$ cat src/hw/rtl/rvalu_pkg.sv
package rvalu_pkg;

	localparam int unsigned XLEN = 32;
	localparam int unsigned SHAMT_W = 5;

	// major opcodes, instruction bits 6:2
	localparam logic [4:0] OPC_LOAD   = 5'd0;
	localparam logic [4:0] OPC_OPIMM  = 5'd4;
	localparam logic [4:0] OPC_AUIPC  = 5'd5;
	localparam logic [4:0] OPC_STORE  = 5'd8;
	localparam logic [4:0] OPC_OP     = 5'd12;
	localparam logic [4:0] OPC_LUI    = 5'd13;
	localparam logic [4:0] OPC_BRANCH = 5'd24;
	localparam logic [4:0] OPC_JALR   = 5'd25;
	localparam logic [4:0] OPC_JAL    = 5'd27;

	localparam logic [6:0] FUNCT7_ALT = 7'd32;

	// alu operations by funct3
	localparam logic [2:0] F3_ADD  = 3'd0;
	localparam logic [2:0] F3_SLL  = 3'd1;
	localparam logic [2:0] F3_SLT  = 3'd2;
	localparam logic [2:0] F3_SLTU = 3'd3;
	localparam logic [2:0] F3_XOR  = 3'd4;
	localparam logic [2:0] F3_SR   = 3'd5;
	localparam logic [2:0] F3_OR   = 3'd6;
	localparam logic [2:0] F3_AND  = 3'd7;

	// decoded controls from the first stage
	typedef struct packed {
		logic [2:0] funct3;
		logic       use_imm;
		logic       negate;
		logic       arith;
	} dec_t;

	// controls the execute stage needs
	typedef struct packed {
		logic [2:0] funct3;
		logic       arith;
	} exe_t;

	function automatic logic [XLEN-1:0] imm_decode(input logic [XLEN-1:0] insn);
		logic [XLEN-1:0] imm_i;
		logic [XLEN-1:0] imm_s;
		logic [XLEN-1:0] imm_u;
		logic [XLEN-1:0] imm_b;
		logic [XLEN-1:0] imm_j;
		logic [XLEN-1:0] res;
		imm_i = {{21{insn[31]}}, insn[30:20]};
		imm_s = {{21{insn[31]}}, insn[30:25], insn[11:7]};
		imm_u = {insn[31:12], 12'd0};
		imm_b = {{20{insn[31]}}, insn[7], insn[30:25], insn[11:8], 1'b0};
		imm_j = {{12{insn[31]}}, insn[19:12], insn[20], insn[30:21], 1'b0};
		case (insn[6:2])
			OPC_LOAD, OPC_OPIMM, OPC_OP, OPC_JALR: res = imm_i;
			OPC_STORE: res = imm_s;
			OPC_AUIPC, OPC_LUI: res = imm_u;
			OPC_BRANCH: res = imm_b;
			OPC_JAL: res = imm_j;
			default: res = '0;
		endcase
		return res;
	endfunction

endpackage

$ cat src/hw/rtl/rvalu_decode.sv
module rvalu_decode (
	input  logic                          clk,
	input  logic                          arst_n,
	input  logic                          valid,
	output logic                          ready,
	input  logic [rvalu_pkg::XLEN-1:0]    instruction,
	input  logic [rvalu_pkg::XLEN-1:0]    operand_a,
	input  logic [rvalu_pkg::XLEN-1:0]    operand_b,
	input  logic                          next_ready,
	output logic                          valid_s1,
	output rvalu_pkg::dec_t               dec_s1,
	output logic [rvalu_pkg::XLEN-1:0]    a_s1,
	output logic [rvalu_pkg::XLEN-1:0]    b_s1,
	output logic [rvalu_pkg::XLEN-1:0]    imm_s1
);

	rvalu_pkg::dec_t dec_d;
	logic [4:0]      opc;
	logic [6:0]      funct7;

	assign opc    = instruction[6:2];
	assign funct7 = instruction[31:25];
	assign ready  = !valid_s1 || next_ready;

	always_comb begin
		dec_d.funct3  = instruction[14:12];
		dec_d.use_imm = (opc == rvalu_pkg::OPC_OPIMM);
		dec_d.negate  = (opc == rvalu_pkg::OPC_OP) && (instruction[14:12] == rvalu_pkg::F3_ADD)
			&& (funct7 == rvalu_pkg::FUNCT7_ALT);
		dec_d.arith   = (funct7 == rvalu_pkg::FUNCT7_ALT);
	end

	always_ff @(posedge clk or negedge arst_n) begin
		if (!arst_n) begin
			valid_s1 <= 1'b0;
		end else if (ready) begin
			valid_s1 <= valid;
		end
	end

	always_ff @(posedge clk) begin
		if (ready && valid) begin
			dec_s1 <= dec_d;
			a_s1   <= operand_a;
			b_s1   <= operand_b;
			imm_s1 <= rvalu_pkg::imm_decode(instruction);
		end
	end

endmodule

$ cat src/hw/rtl/rvalu_operand.sv
module rvalu_operand (
	input  logic                          clk,
	input  logic                          arst_n,
	input  logic                          valid_s1,
	output logic                          ready,
	input  rvalu_pkg::dec_t               dec_s1,
	input  logic [rvalu_pkg::XLEN-1:0]    a_s1,
	input  logic [rvalu_pkg::XLEN-1:0]    b_s1,
	input  logic [rvalu_pkg::XLEN-1:0]    imm_s1,
	input  logic                          next_ready,
	output logic                          valid_s2,
	output rvalu_pkg::exe_t               exe_s2,
	output logic [rvalu_pkg::XLEN-1:0]    a_s2,
	output logic [rvalu_pkg::XLEN-1:0]    rhs_s2,
	output logic [rvalu_pkg::XLEN-1:0]    imm_s2
);

	logic [rvalu_pkg::XLEN-1:0] sel;
	logic [rvalu_pkg::XLEN-1:0] rhs_d;

	assign ready = !valid_s2 || next_ready;
	assign sel   = dec_s1.use_imm ? imm_s1 : b_s1;
	// subtract is add of the two's complement
	assign rhs_d = dec_s1.negate ? (~sel + {{(rvalu_pkg::XLEN-1){1'b0}}, 1'b1}) : sel;

	always_ff @(posedge clk or negedge arst_n) begin
		if (!arst_n) begin
			valid_s2 <= 1'b0;
		end else if (ready) begin
			valid_s2 <= valid_s1;
		end
	end

	always_ff @(posedge clk) begin
		if (ready && valid_s1) begin
			exe_s2.funct3 <= dec_s1.funct3;
			exe_s2.arith  <= dec_s1.arith;
			a_s2          <= a_s1;
			rhs_s2        <= rhs_d;
			imm_s2        <= imm_s1;
		end
	end

endmodule

$ cat src/hw/rtl/rvalu_exec.sv
module rvalu_exec (
	input  logic                          clk,
	input  logic                          arst_n,
	input  logic                          valid_s2,
	output logic                          ready,
	input  rvalu_pkg::exe_t               exe_s2,
	input  logic [rvalu_pkg::XLEN-1:0]    a_s2,
	input  logic [rvalu_pkg::XLEN-1:0]    rhs_s2,
	input  logic [rvalu_pkg::XLEN-1:0]    imm_s2,
	input  logic                          out_stall,
	output logic                          valid_s3,
	output logic [rvalu_pkg::XLEN-1:0]    alu_s3,
	output logic [rvalu_pkg::XLEN-1:0]    imm_s3
);

	logic [rvalu_pkg::SHAMT_W-1:0] sh;
	logic [rvalu_pkg::XLEN-1:0]    res;

	assign ready = !valid_s3 || !out_stall;
	assign sh    = rhs_s2[rvalu_pkg::SHAMT_W-1:0];

	always_comb begin
		case (exe_s2.funct3)
			rvalu_pkg::F3_ADD:  res = a_s2 + rhs_s2;
			rvalu_pkg::F3_SLL:  res = a_s2 << sh;
			rvalu_pkg::F3_SLT:  res = {{(rvalu_pkg::XLEN-1){1'b0}},
				($signed(a_s2) < $signed(rhs_s2))};
			rvalu_pkg::F3_SLTU: res = {{(rvalu_pkg::XLEN-1){1'b0}}, (a_s2 < rhs_s2)};
			rvalu_pkg::F3_XOR:  res = a_s2 ^ rhs_s2;
			rvalu_pkg::F3_SR:   res = exe_s2.arith ? $unsigned($signed(a_s2) >>> sh)
				: (a_s2 >> sh);
			rvalu_pkg::F3_OR:   res = a_s2 | rhs_s2;
			default:            res = a_s2 & rhs_s2;
		endcase
	end

	always_ff @(posedge clk or negedge arst_n) begin
		if (!arst_n) begin
			valid_s3 <= 1'b0;
		end else if (ready) begin
			valid_s3 <= valid_s2;
		end
	end

	always_ff @(posedge clk) begin
		if (ready && valid_s2) begin
			alu_s3 <= res;
			imm_s3 <= imm_s2;
		end
	end

endmodule

$ cat src/hw/rtl/rv32i_alu_with_immediate_decode_top.sv
// channel | handshake           | payload
// --------+---------------------+------------------------------------------
// in      | in_valid, in_stall  | instruction, operand_a, operand_b
// out     | out_valid, out_stall| alu_value, immediate
//
// one transfer per cycle sustained while out_stall is low; each stage below is registered
// stages: immediate decode, operand select and negate, alu and output register
// reset clears the stage valid bits only, the block is ready straight away
// a stall on the output holds the last stage; a stage with a free slot downstream
// keeps moving, so bubbles are squeezed out before in_stall rises
module rv32i_alu_with_immediate_decode_top (
	input  logic                          clk,
	input  logic                          arst_n,
	input  logic                          in_valid,
	output logic                          in_stall,
	input  logic [rvalu_pkg::XLEN-1:0]    instruction,
	input  logic [rvalu_pkg::XLEN-1:0]    operand_a,
	input  logic [rvalu_pkg::XLEN-1:0]    operand_b,
	output logic                          out_valid,
	input  logic                          out_stall,
	output logic [rvalu_pkg::XLEN-1:0]    alu_value,
	output logic [rvalu_pkg::XLEN-1:0]    immediate
);

	logic                       ready1;
	logic                       ready2;
	logic                       ready3;
	logic                       valid_s1;
	logic                       valid_s2;
	rvalu_pkg::dec_t            dec_s1;
	rvalu_pkg::exe_t            exe_s2;
	logic [rvalu_pkg::XLEN-1:0] a_s1;
	logic [rvalu_pkg::XLEN-1:0] b_s1;
	logic [rvalu_pkg::XLEN-1:0] imm_s1;
	logic [rvalu_pkg::XLEN-1:0] a_s2;
	logic [rvalu_pkg::XLEN-1:0] rhs_s2;
	logic [rvalu_pkg::XLEN-1:0] imm_s2;

	assign in_stall = !ready1;

	rvalu_decode u_decode (
		.clk         (clk),
		.arst_n      (arst_n),
		.valid       (in_valid),
		.ready       (ready1),
		.instruction (instruction),
		.operand_a   (operand_a),
		.operand_b   (operand_b),
		.next_ready  (ready2),
		.valid_s1    (valid_s1),
		.dec_s1      (dec_s1),
		.a_s1        (a_s1),
		.b_s1        (b_s1),
		.imm_s1      (imm_s1)
	);

	rvalu_operand u_operand (
		.clk        (clk),
		.arst_n     (arst_n),
		.valid_s1   (valid_s1),
		.ready      (ready2),
		.dec_s1     (dec_s1),
		.a_s1       (a_s1),
		.b_s1       (b_s1),
		.imm_s1     (imm_s1),
		.next_ready (ready3),
		.valid_s2   (valid_s2),
		.exe_s2     (exe_s2),
		.a_s2       (a_s2),
		.rhs_s2     (rhs_s2),
		.imm_s2     (imm_s2)
	);

	rvalu_exec u_exec (
		.clk       (clk),
		.arst_n    (arst_n),
		.valid_s2  (valid_s2),
		.ready     (ready3),
		.exe_s2    (exe_s2),
		.a_s2      (a_s2),
		.rhs_s2    (rhs_s2),
		.imm_s2    (imm_s2),
		.out_stall (out_stall),
		.valid_s3  (out_valid),
		.alu_s3    (alu_value),
		.imm_s3    (immediate)
	);

endmodule
$ cat config.mk
export PLATFORM = sky130hd
export DESIGN_NAME = rv32i_alu_with_immediate_decode_top
export DESIGN_NICKNAME = d
export VERILOG_FILES = /design/src/hw/rtl/rvalu_pkg.sv /design/src/hw/rtl/rvalu_decode.sv /design/src/hw/rtl/rvalu_operand.sv /design/src/hw/rtl/rvalu_exec.sv /design/src/hw/rtl/rv32i_alu_with_immediate_decode_top.sv
export SDC_FILE = /design/constraint.sdc
export NUM_CORES = 1
export LEC_CHECK = 0
export BUFFER_PORTS_ARGS = -buffer_cell sky130_fd_sc_hd__buf_2
export CAP_MARGIN = 20
export CORE_UTILIZATION = 65
export CTS_BUF_LIST = sky130_fd_sc_hd__clkbuf_16
export DETAILED_ROUTE_END_ITERATION = 8
export PLACE_DENSITY = 0.95
export SETUP_SLACK_MARGIN = 0.15
export SYNTH_ARGS = -nofsm -noshare
export SYNTH_HDL_FRONTEND = slang
export SYNTH_SLANG_ARGS = --single-unit
$ cat constraint.sdc
create_clock -name clk -period 13.66 [get_ports clk]
set_clock_uncertainty 0.1 [all_clocks]
set_input_delay 2.732 -clock clk [delete_from_list [all_inputs] [get_ports clk]]
set_output_delay 2.732 -clock clk [all_outputs]
set_load 0.05 [all_outputs]
==> metrics list <==
* Clock root buffer master: clkbuf_16
- The worst hold path was traced through 0 stages.
- Compared with the post-synthesis result, the final layout area differs by 10.33%.
* Internal: approximately 1.7 mW
- The later pin in the worst-skew pair is clocked with a latency of around 0.55 ns.
- Via count of the first global-routing pass: 14,750
- After detailed routing, the number of remaining DRC violations is 0.
- The routed layout has 15,580 vias.
* Req. time, crit path: 10.83 ns
- Sequential cell area: 8063 um2
- Net count after synthesis: 1,947
- In this run the cell area of the synthesized design comes to 17,710 um2.
- Distinct cells, synth: 86
- In this run the remaining antenna-violating nets after routing total 0.
- Synth area leader: edfxtp_1
* Critical path arrival: 3.40 ns
- CTS tree: done
- The flow ran to the end, and the final reports show no timing, DRC or antenna violations.
* Post-layout minimum cycle time: between 6 and 7 ns
- Transition time of the tightest slew-check pin: 1.158 ns
- The worst hold path begins at u_decode.a_s1[20]$_DFFE_PP_.
- I/O pins: 166
* Destination of the worst register-to-register timing path: u_exec.alu_s3[30]$_DFFE_PP_
- Hpwl dp: 43,800 um
- Tracing the worst setup path back leads to its startpoint at out_stall.
* Fraction of post-synthesis cell area in the top cell type by area: 45.10%
- Fraction of synthesis flops using an asynchronous set or reset pin: 1.115%
* Horizontal die dimension: 167.1 um
* Number of nets at the end of the flow: 2,047
- Clk buf depth: 3
- Number of post-CTS setup repair buffers: 0
- Portion of total power attributed to combinational logic: 33.3%
- RSZ-0062 raised after global routing: false
- Traced cell by cell, the critical path runs through buf_2 > nand4_1 > inv_1 > buf_2.
* Total Power Consumption: 2.686 mW
- GPL Wtd Cong: 1.013
- CTS H-Tree Depth: 1
* Worst hold margin: 0.3198 ns
* DP Area: 18,710 um2
- Net switching is 37.53% of the power.
* Cell types with the largest area share after synthesis: edfxtp_1, ha_1, mux2i_1, mux4_2, nor2_1
- Std cell rows: 60
- Synthesis-stage register bit count: 269
* Fraction of layout cells with a size suffix above 1: between 10% and 20%
- Hold-fix buffer count after cts: 0
* Die outline area: 27,910 um2
- The Yosys step of the flow raised 0 warnings.
* Overflow after GRT: 0
- The count of buffers added on input and output ports is 163.
- Worst Hold Class: reg2reg
- The first global-routing pass estimated 91,790 um of wire.
- Of the synthesized area, sequential elements account for approximately 46%.
- CTS buffer count: 27
- Post-DR vias/cell: 7.048
- Cell family contributing the most delay on the critical path: buffers and inverters
- Layout filler cell count: 1,809
- # resized after CTS: 0
- For this run, the slowest stage of the critical path takes 0.26 ns.
- Together, buffers and inverters on the worst path number 3.
- Synthesis produced 1,748 cells.
- Share of total power in sequential cells: 40.5%
* Wirelength, routed: 62,120 um
- Across the run, the number of max-cap violations was 0.
- Total of endpoints with negative setup slack in the final report: 0
* Routed len/inst: roughly 28 um
- Period utilisation layout: 45.63%
- Net Switching: 1.008 mW
- Initial antenna violation count: 2
- Initial detailed-routing violation count: 2,598
- Largest net degree at the start of global routing: 78
- Among the stages of the critical path, the cell type that occurs most often is buf_2.
* Top flip-flop cell by instance count after synthesis: edfxtp_1
- Across the VDD grid, the largest voltage drop is approximately 0.00017 V.
- Derived from the worst setup path, the maximum achievable clock frequency is roughly 0.16 GHz.
- After clock tree synthesis, the clock-pin slew on the worst setup and hold paths is 0.07 ns.
* Number of clock sinks: 269
* Worst-case register-to-register setup slack: 8.86 ns
- Hold worst-path end: u_operand.a_s2[20]$_DFFE_PP_
- STA classifies the critical path endpoint as an output pin.
- Area inside the core boundary: 26,880 um2
- Post-Synthesis Mean Instance Area: 10.13 um2
* Headroom to the max-slew limit: 22.63%
- Maximum net fanout on the critical path: 4
- Per report_power, the clock group accounts for a little over a quarter of the total.
* Design area: between 15,000 and 20,000 um2
* Final slew viol count: 0
* Crit start category: input port
- Critical path start-end classification: in2out
- Leak: between 7 and 8 nW
* Global-route total usage across every layer: 44.45%
* Worst R2R Path Depth: 12
* First-pass DRT Iterations: 8
- Post-synth EDFFs: 266
- For this design the ratio of total power to cell area is 137.5 nW/um2.
- Area of combinational cells with multiple inputs: 8838 um2
- Layout Utilization: 72.70%
- Slowest stage cell on the critical path: buf_2
* Final hold violation count: 0
- Total Negative Setup Slacks: 0 ns
* Die Span Y: around 170 um
- RR Startpoint: u_operand.rhs_s2[2]$_DFFE_PP_
- Starting density of the core: 65.90%
[logic make-up after synthesis]
logic type	Yosys count	synth area share (%)
AND/OR/NAND/NOR	507	12.86
multiplexers	132	9.926
adder cells (fa/ha/maj)	99	7.036
flip-flops	269	45.52
AO/OA/AOI/OAI	474	17.34
buffers and inverters	215	4.747
XOR/XNOR	52	2.571
[synth_stat cells, drive strengths merged, types with 21 or more instances]
master	instances
edfxtp	266
nor2	186
nand2	176
a21oi	123
o21ai	119
ha	98
inv	95
clkbuf	89
mux2i	84
nor3	35
mux4	32
buf	31
xor2	30
a22o	29
a211oi	25
a31oi	24
xnor2	22
a21o	21
[registers in the layout (all words and copies together) (netlist names)]
register,count
u_operand.exe_s2,4
u_decode.imm_s1,32
u_decode.a_s1,32
u_decode.valid_s1,1
u_exec.imm_s3,32
u_operand.a_s2,32
u_operand.imm_s2,32
u_operand.valid_s2,1
u_decode.b_s1,32
u_exec.alu_s3,32
u_operand.rhs_s2,32
u_exec.valid_s3,1
u_decode.dec_s1,6
[cells in the final DEF, fill, tap and decap left out, types with 21 or more instances in the layout]
cell type	count
nor2_1	183
a22o_1	29
xnor2_1	22
ha_1	98
edfxtp_1	266
nor3_1	34
buf_2	163
a21oi_1	123
buf_4	28
a21o_1	21
xor2_1	30
a31oi_1	24
mux2i_1	82
a211oi_1	25
clkbuf_16	27
inv_1	95
o21ai_0	117
mux4_2	32
nand2_1	176
[power groups by stage]
stage	logic (mW)	registers (mW)	clock network, mW
detailed placement	0.853	1.10	0
floorplan	0.509	1.17	0
finish	0.896	1.09	0.703
global route	0.937	1.09	0.731
CTS	0.863	1.08	0.700
global placement	0.838	1.09	0
[worst register-to-register path, delay by kind of cell (launching register included)]
| kind | cells | cell delay (ns) |
|---|---|---|
| buffers and inverters | 3 | 1.06 |
| adder cells (fa/ha/maj) | 1 | 0.42 |
| AO/OA/AOI/OAI | 5 | 1.73 |
| flip-flops | 1 | 0.38 |
| AND/OR/NAND/NOR | 2 | 0.58 |
| multiplexers | 1 | 0.27 |
[routing by layer]
metal | global-route usage, % | up-vias | routed length [um]
li1 | - | 6656 | -
met1 | 56.83 | 7277 | 21480
met2 | 72.69 | 1402 | 28650
met3 | 8.817 | 248 | 8279
met4 | 21.50 | 0 | 3709
met5 | 0 | - | 0
[cell type report]
cell class,instances,share of cell area (%)
antenna,2,0.02561
inverter,95,1.825
tap,341,2.184
sequential,269,41.26
multi-input combinational,1264,45.23
clock buffer,27,3.458
clock inverter,22,0.7620
timing repair buffer,191,5.251
[stage by stage]
stage / std cells / setup WS (ns)
after detailed placement: 2160 / 7.422
after floorplan: 1748 / 5.603
after CTS: 2209 / 7.428
final: 2211 / 7.427
after global placement: 2160 / 7.495
after global routing: 2209 / 7.363
[worst max-delay path by stage]
stage / end / cells after the start
after floorplan: u_exec.alu_s3[0]$_DFFE_PP_ / 1
after global placement: in_stall / 4
after detailed placement: in_stall / 4
after CTS: in_stall / 4
after global routing: in_stall / 4
final: in_stall / 4
(Power assumes the default switching activity.)
